**src/rtl/dscr_pkg.sv**
```systemverilog
// Shared types and constants for the dual shift chain refresher.
// No dependencies; imported by every module of the block except dscr_ram.
package dscr_pkg;

  // Chain lengths and image address widths
  localparam int LongBits   = 104;
  localparam int SharedBits = 64;
  localparam int LongAw     = $clog2(LongBits);
  localparam int SharedAw   = $clog2(SharedBits);

  // Input word function codes
  typedef enum logic [2:0] {
    FUNC_TICK       = 3'd0,
    FUNC_WR_LONG    = 3'd1,
    FUNC_WR_BAR     = 3'd2,
    FUNC_WR_BUTTON  = 3'd3,
    FUNC_ALL_OFF    = 3'd4
  } func_e;

  typedef struct packed {
    logic [2:0] func;
    logic [6:0] pin_index;
    logic       pin_level;
  } in_t;

  typedef struct packed {
    logic long_clock;
    logic long_data;
    logic long_latch;
    logic shared_clock;
    logic bar_data;
    logic button_data;
    logic shared_latch;
    logic frame_restart;
  } out_t;

endpackage

```
**src/rtl/dual_shift_chain_refresher.sv**
```systemverilog
// Dual shift chain refresher: one input word per cycle while the output buffer
// is not full; each result word is registered into that buffer on acceptance.
// Bit images sit in two registered-read memories prefetched at the next
// chain position; a two-word output buffer absorbs output stalls until full.
// Reset (async, active low) sets every image bit to 1, all pins low and
// both sequences to their start; no clearing sweep is needed.
module dual_shift_chain_refresher (
  input  logic           clk_i,
  input  logic           rst_ni,
  input  logic           in_valid_i,
  output logic           in_ready_o,
  input  dscr_pkg::in_t  in_word_i,
  output logic           out_valid_o,
  input  logic           out_ready_i,
  output dscr_pkg::out_t out_word_o
);
  import dscr_pkg::*;

  logic       accept, full, tick, all_off;
  logic       long_we, bar_we, button_we, shared_we;
  logic [1:0] shared_wmask_data;
  logic [1:0] shared_rd;
  logic       long_rd;
  logic [6:0] long_pos, shared_pos;
  out_t       res;

  assign in_ready_o = !full;
  assign accept     = in_valid_i && in_ready_o;

  // Decode the accepted word
  always_comb begin
    tick      = 1'b0;
    all_off   = 1'b0;
    long_we   = 1'b0;
    bar_we    = 1'b0;
    button_we = 1'b0;
    case (func_e'(in_word_i.func))
      FUNC_TICK:      tick      = accept;
      FUNC_WR_LONG:   long_we   = accept && ({1'b0, in_word_i.pin_index} < 8'(LongBits));
      FUNC_WR_BAR:    bar_we    = accept && ({1'b0, in_word_i.pin_index} < 8'(SharedBits));
      FUNC_WR_BUTTON: button_we = accept && ({1'b0, in_word_i.pin_index} < 8'(SharedBits));
      FUNC_ALL_OFF:   all_off   = accept;
      default: ;
    endcase
  end

  dscr_ram #(.Depth(LongBits), .Width(1)) u_long_ram (
    .clk_i   (clk_i),
    .rst_ni  (rst_ni),
    .we_i    (long_we),
    .wmask_i (1'b1),
    .waddr_i (in_word_i.pin_index[LongAw-1:0]),
    .wdata_i (in_word_i.pin_level),
    .clear_i (all_off),
    .raddr_i (long_pos[LongAw-1:0]),
    .rdata_o (long_rd)
  );

  // Bar and button bits share one word: bar in lane 0, button in lane 1;
  // the write mask keeps the other lane.
  assign shared_we         = bar_we || button_we;
  assign shared_wmask_data = {button_we, bar_we};

  dscr_ram #(.Depth(SharedBits), .Width(2)) u_shared_ram (
    .clk_i   (clk_i),
    .rst_ni  (rst_ni),
    .we_i    (shared_we),
    .wmask_i (shared_wmask_data),
    .waddr_i (in_word_i.pin_index[SharedAw-1:0]),
    .wdata_i ({2{in_word_i.pin_level}}),
    .clear_i (all_off),
    .raddr_i (shared_pos[SharedAw-1:0]),
    .rdata_o (shared_rd)
  );

  dscr_seq u_seq (
    .clk_i        (clk_i),
    .rst_ni       (rst_ni),
    .tick_i       (tick),
    .long_rd_i    (long_rd),
    .shared_rd_i  (shared_rd),
    .long_pos_o   (long_pos),
    .shared_pos_o (shared_pos),
    .res_o        (res)
  );

  dscr_out_fifo u_out_fifo (
    .clk_i       (clk_i),
    .rst_ni      (rst_ni),
    .push_i      (accept),
    .push_word_i (res),
    .full_o      (full),
    .out_valid_o (out_valid_o),
    .out_ready_i (out_ready_i),
    .out_word_o  (out_word_o)
  );

endmodule

```
**src/rtl/dscr_ram.sv**
```systemverilog
// Bit image store: synchronous memory, registered read, per-lane
// write mask and valid flops (unwritten lanes read as ones), write forwarding.
// Depends on nothing outside this file.
module dscr_ram #(
  parameter int Depth = 64,
  parameter int Width = 1,
  localparam int Aw   = $clog2(Depth)
) (
  input  logic             clk_i,
  input  logic             rst_ni,
  input  logic             we_i,
  input  logic [Width-1:0] wmask_i,
  input  logic [Aw-1:0]    waddr_i,
  input  logic [Width-1:0] wdata_i,
  input  logic             clear_i,
  input  logic [Aw-1:0]    raddr_i,
  output logic [Width-1:0] rdata_o
);

  logic [Width-1:0] mem_q [Depth];
  logic [Width-1:0] vld_q [Depth];
  logic [Width-1:0] rdata_q;
  logic [Width-1:0] rvld_q;
  logic [Width-1:0] fwd;
  logic             rd_ok;

  assign rd_ok = (32'(raddr_i) < Depth);
  assign fwd   = (we_i && (waddr_i == raddr_i)) ? wmask_i : '0;

  // Store written lanes
  always_ff @(posedge clk_i) begin
    for (int b = 0; b < Width; b++) begin
      if (we_i && wmask_i[b]) begin
        mem_q[waddr_i][b] <= wdata_i[b];
      end
    end
  end

  // Track written lanes; clear drops every lane back to all ones
  always_ff @(posedge clk_i or negedge rst_ni) begin
    if (!rst_ni) begin
      for (int i = 0; i < Depth; i++) vld_q[i] <= '0;
    end else if (clear_i) begin
      for (int i = 0; i < Depth; i++) vld_q[i] <= '0;
    end else if (we_i) begin
      vld_q[waddr_i] <= vld_q[waddr_i] | wmask_i;
    end
  end

  // Registered read, forward same-address written lanes
  always_ff @(posedge clk_i) begin
    if (rd_ok) begin
      rdata_q <= (wdata_i & fwd) | (mem_q[raddr_i] & ~fwd);
    end
  end

  always_ff @(posedge clk_i or negedge rst_ni) begin
    if (!rst_ni) begin
      rvld_q <= '0;
    end else if (clear_i) begin
      rvld_q <= '0;
    end else if (rd_ok) begin
      rvld_q <= vld_q[raddr_i] | fwd;
    end
  end

  assign rdata_o = rdata_q | ~rvld_q;

endmodule

```
**src/rtl/dscr_seq.sv**
```systemverilog
// Refresh sequencers for the long chain and the shared bar/button chains.
// Uses dscr_pkg; image bits arrive from dscr_ram the cycle after the address.
module dscr_seq (
  input  logic               clk_i,
  input  logic               rst_ni,
  input  logic               tick_i,
  input  logic               long_rd_i,
  input  logic [1:0]         shared_rd_i,
  output logic [6:0]         long_pos_o,
  output logic [6:0]         shared_pos_o,
  output dscr_pkg::out_t     res_o
);
  import dscr_pkg::*;

  typedef enum logic [7:0] {
    STEP_LATCH_LO  = 8'b0000_0001,
    STEP_LATCH_HI  = 8'b0000_0010,
    STEP_LATCH_END = 8'b0000_0100,
    STEP_SHIFT     = 8'b0000_1000,
    STEP_TAIL_LO   = 8'b0001_0000,
    STEP_TAIL_HI   = 8'b0010_0000,
    STEP_TAIL_END  = 8'b0100_0000,
    STEP_STOP      = 8'b1000_0000
  } step_e;

  typedef struct packed {
    step_e      step;
    logic [6:0] pos;
    logic       phase;
    logic       clk;
    logic       latch;
    logic [1:0] data;
  } chain_t;

  localparam logic [6:0] LongLast   = 7'(LongBits - 1);
  localparam logic [6:0] SharedLast = 7'(SharedBits - 1);

  // One step of a chain sequence
  function automatic chain_t advance(chain_t c, logic [6:0] last, logic [1:0] rd);
    chain_t r;
    r = c;
    case (c.step)
      STEP_LATCH_LO: begin
        r.latch = 1'b0;
        r.step  = STEP_LATCH_HI;
      end
      STEP_LATCH_HI: begin
        r.latch = 1'b1;
        r.step  = STEP_LATCH_END;
      end
      STEP_LATCH_END: begin
        r.latch = 1'b0;
        r.step  = STEP_SHIFT;
      end
      STEP_SHIFT: begin
        if (c.phase) begin
          r.phase = 1'b0;
          r.clk   = 1'b0;
          r.data  = rd;
        end else begin
          r.phase = 1'b1;
          r.clk   = 1'b1;
          if (c.pos >= last) r.step = STEP_TAIL_LO;
          r.pos = c.pos + 7'd1;
        end
      end
      STEP_TAIL_LO: begin
        r.latch = 1'b0;
        r.clk   = 1'b0;
        r.step  = STEP_TAIL_HI;
      end
      STEP_TAIL_HI: begin
        r.latch = 1'b1;
        r.step  = STEP_TAIL_END;
      end
      STEP_TAIL_END: begin
        r.latch = 1'b0;
        r.step  = STEP_STOP;
      end
      default: ;
    endcase
    return r;
  endfunction

  chain_t long_q, long_d, long_adv;
  chain_t shared_q, shared_d, shared_adv;
  logic   restart;

  // Advance both chains, restart together once both have stopped
  always_comb begin
    long_adv   = advance(long_q, LongLast, {1'b0, long_rd_i});
    shared_adv = advance(shared_q, SharedLast, shared_rd_i);
    restart    = (long_adv.step == STEP_STOP) && (shared_adv.step == STEP_STOP);
    if (restart) begin
      long_adv.step    = STEP_LATCH_LO;
      long_adv.pos     = 7'd0;
      long_adv.phase   = 1'b1;
      shared_adv.step  = STEP_LATCH_LO;
      shared_adv.pos   = 7'd0;
      shared_adv.phase = 1'b1;
    end
    long_d   = tick_i ? long_adv : long_q;
    shared_d = tick_i ? shared_adv : shared_q;
  end

  always_ff @(posedge clk_i or negedge rst_ni) begin
    if (!rst_ni) begin
      long_q   <= '{step: STEP_LATCH_LO, pos: 7'd0, phase: 1'b1,
                    clk: 1'b0, latch: 1'b0, data: 2'b00};
      shared_q <= '{step: STEP_LATCH_LO, pos: 7'd0, phase: 1'b1,
                    clk: 1'b0, latch: 1'b0, data: 2'b00};
    end else begin
      long_q   <= long_d;
      shared_q <= shared_d;
    end
  end

  // Prefetch the bit at the position the chain holds next cycle
  assign long_pos_o   = long_d.pos;
  assign shared_pos_o = shared_d.pos;

  assign res_o = '{long_clock:    long_d.clk,
                   long_data:     long_d.data[0],
                   long_latch:    long_d.latch,
                   shared_clock:  shared_d.clk,
                   bar_data:      shared_d.data[0],
                   button_data:   shared_d.data[1],
                   shared_latch:  shared_d.latch,
                   frame_restart: tick_i && restart};

endmodule

```
**src/rtl/dscr_out_fifo.sv**
```systemverilog
// Two-word result buffer between the sequencer and the output channel.
// Uses dscr_pkg for the result word type.
module dscr_out_fifo (
  input  logic           clk_i,
  input  logic           rst_ni,
  input  logic           push_i,
  input  dscr_pkg::out_t push_word_i,
  output logic           full_o,
  output logic           out_valid_o,
  input  logic           out_ready_i,
  output dscr_pkg::out_t out_word_o
);
  import dscr_pkg::*;

  out_t       slot_q [2];
  logic       wr_ptr_q, rd_ptr_q;
  logic [1:0] cnt_q;
  logic       pop;

  assign full_o      = cnt_q[1];
  assign out_valid_o = (cnt_q != 2'd0);
  assign out_word_o  = slot_q[rd_ptr_q];
  assign pop         = out_valid_o && out_ready_i;

  // Hold pushed words
  always_ff @(posedge clk_i) begin
    if (push_i) begin
      slot_q[wr_ptr_q] <= push_word_i;
    end
  end

  // Advance pointers and count
  always_ff @(posedge clk_i or negedge rst_ni) begin
    if (!rst_ni) begin
      wr_ptr_q <= 1'b0;
      rd_ptr_q <= 1'b0;
      cnt_q    <= 2'd0;
    end else begin
      if (push_i) wr_ptr_q <= ~wr_ptr_q;
      if (pop)    rd_ptr_q <= ~rd_ptr_q;
      if (push_i && !pop) begin
        cnt_q <= cnt_q + 2'd1;
      end else if (pop && !push_i) begin
        cnt_q <= cnt_q - 2'd1;
      end
    end
  end

endmodule

```
**config.mk**
```make
export PLATFORM = sky130hd
export DESIGN_NAME = dual_shift_chain_refresher
export DESIGN_NICKNAME = d
export VERILOG_FILES = /design/src/rtl/dscr_pkg.sv /design/src/rtl/dual_shift_chain_refresher.sv /design/src/rtl/dscr_ram.sv /design/src/rtl/dscr_seq.sv /design/src/rtl/dscr_out_fifo.sv
export SDC_FILE = /design/constraint.sdc
export NUM_CORES = 1
export LEC_CHECK = 0
export BUFFER_PORTS_ARGS = -buffer_cell sky130_fd_sc_hd__clkbuf_2
export CORE_MARGIN = 4
export CORE_UTILIZATION = 57
export CTS_CLUSTER_DIAMETER = 30
export DETAILED_ROUTE_END_ITERATION = 6
export GPL_ROUTABILITY_DRIVEN = 0
export PLACE_DENSITY = 0.76
export REMOVE_ABC_BUFFERS = 1
export SLEW_MARGIN = 10
export SYNTH_ARGS = -nofsm -noshare
export SYNTH_HDL_FRONTEND = slang
export SYNTH_SLANG_ARGS = --single-unit
```
**constraint.sdc**
```tcl
create_clock -name clk_i -period 3.09 [get_ports clk_i]
set_input_delay 0.4635 -clock clk_i [delete_from_list [all_inputs] [get_ports clk_i]]
set_output_delay 0.4635 -clock clk_i [all_outputs]
set_load 0.01 [all_outputs]
```
; ---- Word-level counts from Yosys, hierarchy flattened
; Memory sizes are Yosys's and may differ from the RTL's.
; Cells that the tools add are included.
[totals]
register_bits = 281
ramBits = 248
inputBits = 15
elab_cells = 344
mem_count = 3
[classes]
add_sub_neg = 4
order_cmp = 11
n_eq_ne = 23
muxes = 60
bitwise_logic = 22
reduce_logical = 33
[memory_table]
columns = name, words, width, read_ports, rd_clocked_by_memory_dff, wr, line
row1 = u_shared_ram.mem_q, 64, 2, 1, 0, 1, dscr_ram.sv:20  ; logic [Width-1:0] mem_q [Depth];
row2 = u_long_ram.mem_q, 104, 1, 1, 0, 1, dscr_ram.sv:20
row3 = u_out_fifo.slot_q, 2, 8, 1, 0, 1, dscr_out_fifo.sv:15  ; out_t slot_q [2];
[op_table]
columns = cell, n
row1 = $mux W128, 2
row2 = $mux W104, 2
row3 = $bwmux W128, 1
row4 = $pmux W8 S7, 2
row5 = $or A104 B104 Y104, 1
row6 = $mux W16, 2
row7 = $mux W8, 4
row8 = $mux W15, 2
row9 = $mux W2, 13
row10 = $bmux W2 S6, 2
row11 = $ge A7 B7 Y1 const B, 3
row12 = $lt A7 B7 Y1 const B, 3
row13 = $mux W1, 21
row14 = $eq A8 B1 Y1 const B, 2
row15 = $eq A8 B2 Y1 const B, 2
row16 = $eq A8 B3 Y1 const B, 2
row17 = $eq A8 B4 Y1 const B, 2
row18 = $eq A8 B5 Y1 const B, 2
row19 = $eq A8 B6 Y1 const B, 2
row20 = $eq A8 B7 Y1 const B, 2
row21 = $eq A8 B8 Y1 const B, 2
row22 = $ge A8 B8 Y1 const B, 2
row23 = $not A7 Y8, 2
row24 = $add A7 B1 Y7 const B, 2
row25 = other kinds (33), 73

; ---- Logic depth before layout (Yosys ltp)
[logic_depth]
depth_word = 15
depth_mapped = 16

; ---- Hierarchy
; Synthesis repeated with hierarchy kept, for this count alone.
[hier_totals]
cells_unflattened = 2436
area_unflattened_um2 = 27958.1
[by_module_without_submodules]
columns = mod, instances, cells_per_inst, area_each_um2
row1 = dscr_ram at u_shared_ram, 1, 1159, 13586.8
row2 = dscr_ram at u_long_ram, 1, 996, 11274.6
row3 = dscr_seq, 1, 228, 2238.4
row4 = dscr_out_fifo, 1, 40, 770.7
row5 = dual_shift_chain_refresher, 1, 13, 87.6

; ---- Least setup slack after synthesis
; No wires, ideal clock.
[synth_path]
kind = flip-flop to flip-flop
start = reg u_seq.long_q[12] (netlist name)
end = reg u_long_ram.rdata_q (data pin)
setup_ps = 256
arrival_time_ps = 3060
required_time_ps = 2834
setup_slack_ps = -226
stages_incl_launch_ff = 13
period_less_slack_ps = 3316
path_cell_list = dfstp_2 > buf_2 > nor4_4 > and4_1 > buf_4 > nand4_1 > xor2_1 > or3b_1 > a311oi_1 > o31a_1 > a2111oi_2 > o31a_1 > o22a_1
[synth_between]
elab_chain_len = 13
word_cells_on_any_way = 23
classes_between = eq/ne: 9 / mux: 7 / bitwise: 4 / reduce/logical: 2 / memory: 1
[synth_rtl]
columns = item, line
row1 = "start, declared", dscr_seq.sv:85  ; chain_t long_q, long_d, long_adv;
row2 = "start signal, assigned", dscr_seq.sv:108  ; long_q <= '{step: STEP_LATCH_LO, pos: 7'd0, phase: 1'b1,
row3 = "start signal, assigned", dscr_seq.sv:113  ; long_q <= long_d;
row4 = $mux W8, dscr_seq.sv:63  ; if (c.pos >= last) r.step = STEP_TAIL_LO;
row5 = $mux W15, dscr_seq.sv:56  ; if (c.phase) begin
row6 = $pmux W8 S7, dscr_seq.sv:42  ; case (c.step)
row7 = $eq A8 B8 Y1, dscr_seq.sv:93  ; restart = (long_adv.step == STEP_STOP) && (shared_adv.step == STEP_STOP);
row8 = $logic_and A1 B1 Y1, dscr_seq.sv:93
row9 = $mux W16 *, dscr_seq.sv:94  ; if (restart) begin
row10 = $mux W12 *, dscr_seq.sv:102  ; long_d = tick_i ? long_adv : long_q;
row11 = branches (longest 5 deep; another with $mem_v2 Z104 W1), -
row12 = $or A1 B1 Y1 *, dscr_ram.sv:53  ; rdata_q <= (wdata_i & fwd) | (mem_q[raddr_i] & ~fwd);
row13 = "end signal, assigned", dscr_ram.sv:53
row14 = "end, declared", dscr_ram.sv:22  ; logic [Width-1:0] rdata_q;
; Mark *: on every way between the ends. The select of a mux whose other input is x is not followed.
; A chain may end at the register's enable or synchronous reset.

; ---- Worst setup path after layout
[layout_path]
start = reg u_seq.long_q[14] (netlist name)
end = reg u_shared_ram.rdata_q[0]
[layout_between]
elab_chain_len = 13
word_cells_on_any_way = 22
classes_between = eq/ne: 9 / mux: 6 / bitwise: 4 / reduce/logical: 2 / memory: 1
[layout_rtl]
columns = item, line
row1 = $mux W8, dscr_seq.sv:63
row2 = $mux W15, dscr_seq.sv:56
row3 = $pmux W8 S7 *, dscr_seq.sv:42
row4 = $eq A8 B8 Y1 *, dscr_seq.sv:93
row5 = $logic_and A1 B1 Y1 *, dscr_seq.sv:93
row6 = $mux W16 *, dscr_seq.sv:94
row7 = $mux W11 *, dscr_seq.sv:103  ; shared_d = tick_i ? shared_adv : shared_q;
row8 = branches (longest 5 deep; another with $mem_v2 Z64 W2), -
row9 = $or A2 B2 Y2 *, dscr_ram.sv:53
row10 = "end signal, assigned", dscr_ram.sv:53
row11 = "end, declared", dscr_ram.sv:22
; Mark *: on every way between the ends.

==> key figures <==
Setup path
  • Worst Setup Start Kind: flip-flop
  • CP endpoint kind: flip-flop
  • R2R cell count: 14
  • Critical path required time: 3.64 ns
  • Setup CP Type: flip-flop to flip-flop
  • Crit Path Max Fanout: 7
  • Worst R2R End: u_shared_ram.rdata_q[0]$_DFF_P_
  • Crit Reg-Reg Startpoint: u_seq.long_q[14]$_DFFE_PN0P_
  • Crit path arrival time: 4.26 ns
  • Setup slack, reg-to-reg: -0.62 ns

Final layout
  • Final Cell Area: 0.0330 mm²
  • Layout fillers: 2670
  • Share of cells above drive strength 1: 0.240
  • NumNets Final: 2850
  • Multi-input gate area: 0.0106 mm²
  • Reg area: 0.0145 mm²
  • Area growth syn-to-layout: 28.5%

Routing
  • WL/cell: 25.6 µm
  • First-pass detailed-route iteration total: 7
  • Detailed-route DRC error count: 13
  • WL final: 90.2 mm
  • Routed Antenna Nets: 0
  • Vias after detailed routing: 24400
  • 1st-iter DRT viols: 4321
  • Top layer in use: met4
  • Wire length on met3: 12.9 mm
  • DR vias/cell: 6.93
  • Detail Route met2 WL: 39.9 mm
  • Wl on met1: 31.3 mm

Global route
  • Vias in the first global route: 24200
  • Antenna violations before repair: 2
  • Overflow after GRT: 0
  • GRT Resource Usage Total: 0.364
  • Largest net degree at the start of global routing: 132
  • Global-route wire length before repair: 136 mm

Hold path
  • HP Start: out_ready_i
  • Hold Path Class: primary input to flip-flop
  • Worst Hold End: u_out_fifo.rd_ptr_q$_DFFE_PN0P_
  • Worst hold stages: 3

Pwr
  • Sw Share: 0.252
  • Peak supply drop: 481 µV
  • Power, Total: 22.2 mW
  • Clock share of power: 0.556
  • Pwr/cell area: 675 mW/mm²
  • Leak pwr: 12.8 nW
  • Seq pwr share: 0.345
  • Int Pwr: 16.6 mW
  • NetSw: 5.59 mW
  • Comb pwr share: 0.099

Synthesis
  • Post-Syn Area per Cell: 9.92 µm²
  • EDFF count, synth: 249
  • Ys async rst share: 0.526
  • Compound-cell area share of the yosys netlist: 0.140
  • Sequential fraction of the synthesis area: 0.565
  • Adder-Cell Fraction of Synth Area: 0.00146
  • Cell Area, Synth: 0.0256 mm²
  • Cell count after synthesis: 2585
  • Synth top area cells: edfxtp_1, dfrtp_1, nor2_1
  • Post-synthesis xor/xnor area fraction: 0.0116
  • Post-synth top cells: nor2_1, nand2_1, dfrtp_1, nand3_1, edfxtp_1
  • Post-synth cell types: 91
  • Ys Warns: 0
  • Cell with the most instances after synthesis: nor2_1
  • Post-synth top area share: 0.292
  • Primary FF master, synth: dfrtp_1
  • Post-synthesis simple-gate area fraction: 0.204
  • Mux cell area share after synthesis: 0.0402
  • Largest family of logic cells by synthesized area: simple AND/OR/NAND/NOR gates
  • Area leader, netlist: edfxtp_1
  • Synth Register Bits: 529

Die
  • Die Area: 0.0485 mm²
  • Core area: 0.0443 mm²
  • Die height: 220 µm
  • Die W: 220 µm
  • I/O pins: 25
  • Initial Utilization: 0.579
  • Row cnt: 77

Clocking
  • TritonCTS clock tree: built
  • Bufs on Longest Clock Path: 3
  • Clock Tree Root: clkbuf_16
  • CTS sink cnt: 529
  • CTS clk-pin slew, worst paths: 0.05 ns
  • Latest clock arrival within the worst-skew pair: 0.67 ns
  • H-Tree Level Count: 3
  • Total CTS buffers: 111

Status
  • Status: complete, but fails checks
  • Failing checks: design-rule violations, negative setup slack

Timing
  • Setup Skew: 0.0297 ns
  • Period minus WS final: 3.71 ns
  • Final hold violation count: 0
  • Slew @ Worst Pin: 0.945 ns
  • Final worst slack: -0.618 ns
  • Final Max Tran Viols: 0
  • Final critical-path share of the clock period: 1.20
  • Setup TNS: -2.84 ns
  • Relative slew slack: 0.363
  • Fmax: 270 MHz
  • RSZ-0062 raised after global routing: yes
  • Final number of setup-violating endpoints: 7

Placed design
  • Placement Cell Area: 0.0283 mm²
  • Port Buffer Count: 24
  • Post-detail-place hpwl: 53.5 mm

Run
  • Max-cap violation count: 0
-- critical path: stages (launching register included) --
cell	delay, ns
dfrtp_2	0.46
or4_4	0.55
o21a_1	0.27
a311oi_4	0.37
o211ai_4	0.16
buf_12	0.18
nand2_8	0.08
clkinvlp_4	0.16
buf_12	0.17
mux2i_1	0.18
buf_4	0.15
a21oi_1	0.08
nor4_1	0.36
o22ai_1	0.15
mux2_4	0.27
-- placed cells by master, fill, tap and decap left out, types with 22 or more instances in the layout --
cell type | synthesis | final
o21ai_0 | 195 | 187
buf_12 | 0 | 36
o211ai_1 | 24 | 24
edfxtp_1 | 249 | 249
mux2i_1 | 31 | 29
nand3_1 | 255 | 251
a21oi_1 | 44 | 41
o21a_1 | 26 | 26
nor2_1 | 461 | 455
a31oi_1 | 44 | 41
nand4_1 | 34 | 34
mux2_2 | 36 | 34
o221ai_1 | 28 | 28
nand2_1 | 282 | 272
a22oi_1 | 50 | 50
buf_4 | 7 | 263
clkbuf_2 | 3 | 22
dfrtp_1 | 274 | 270
clkbuf_16 | 0 | 113
-- layer usage --
metal  GRT usage  vias to the layer above
met3       0.106                      587
li1            -                     9935
met1       0.477                    11600
met5           0                        -
met2       0.549                     2312
met4       0.196                        0
-- power groups by stage --
stage | logic (mW) | registers (mW) | clock network (mW)
after floorplan | 0.922 | 7.76 | 0
after global placement | 1.88 | 7.76 | 0
after detailed placement | 1.94 | 7.77 | 0
after CTS | 2.05 | 7.66 | 12.3
after global routing | 2.31 | 7.67 | 12.8
final | 2.21 | 7.67 | 12.4
-- registers in the layout, indices dropped and copies added, names as in the netlist --
name,flops
u_long_ram.mem_q,104
u_long_ram.rdata_q,1
u_long_ram.rvld_q,1
u_long_ram.vld_q,104
u_out_fifo.cnt_q,2
u_out_fifo.rd_ptr_q,1
u_out_fifo.slot_q,16
u_out_fifo.wr_ptr_q,1
u_seq.long_q,19
u_seq.shared_q,20
u_shared_ram.mem_q,128
u_shared_ram.rdata_q,2
u_shared_ram.rvld_q,2
u_shared_ram.vld_q,128
-- per-stage QoR --
stage / utilization / hold slack [ns] / instances / worst slack [ns]
finish: 0.744 / 0.109 / 3521 / -0.618
global route: 0.743 / 0.116 / 3520 / -0.583
CTS: 0.735 / 0.0963 / 3504 / -0.292
detailed placement: 0.639 / 0.476 / 3280 / -0.478
global placement: 0.639 / 0.468 / 3280 / -0.402
floorplan: - / 0.168 / 2376 / -2.69
-- layout make-up --
cell class	count	area share
Sequential cell	529	0.440
Multi-Input combinational cell	1826	0.322
Timing Repair Buffer	343	0.0934
Clock buffer	136	0.0927
Clock inverter	72	0.0270
Tap cell	592	0.0225
Inverter	21	0.00273
Antenna cell	2	0.000152
-- worst max path at each step --
stage	startpoint	to	slack, ns	cells past startpoint
after global routing	u_seq.long_q[14]$_DFFE_PN0P_	u_shared_ram.rdata_q[0]$_DFF_P_	-0.58	13
after global placement	in_word_i[8]	u_shared_ram.rdata_q[1]$_DFF_P_	-0.40	13
final	u_seq.long_q[14]$_DFFE_PN0P_	u_shared_ram.rdata_q[0]$_DFF_P_	-0.62	14
after floorplan	u_seq.long_q[14]$_DFFE_PN0P_	u_long_ram.rdata_q$_DFFE_PN_	-2.69	10
after CTS	u_seq.long_q[14]$_DFFE_PN0P_	u_long_ram.rdata_q$_DFFE_PN_	-0.29	13
after detailed placement	in_word_i[8]	u_shared_ram.rdata_q[1]$_DFF_P_	-0.48	13
-- timing repair --
action                                  4_1_cts  5_1_grt
hold endpoints to repair                     69        0
pin swaps                                    18       29
endpoints found under the setup margin        6        7
buffers inserted                             16       15
hold buffers                                  1        0
resized for setup                            54       58
-- logic make-up (layout without fill, tap and decap cells) --
group	count (synthesis)	in the layout
compound gates	540	540
xor+xnor	33	33
other cells	0	2
mux	81	81
buf+inv	230	572
simple gates	1169	1169
fa+ha+maj	3	3
flops	529	529
Power figures use the tool's default switching activity.
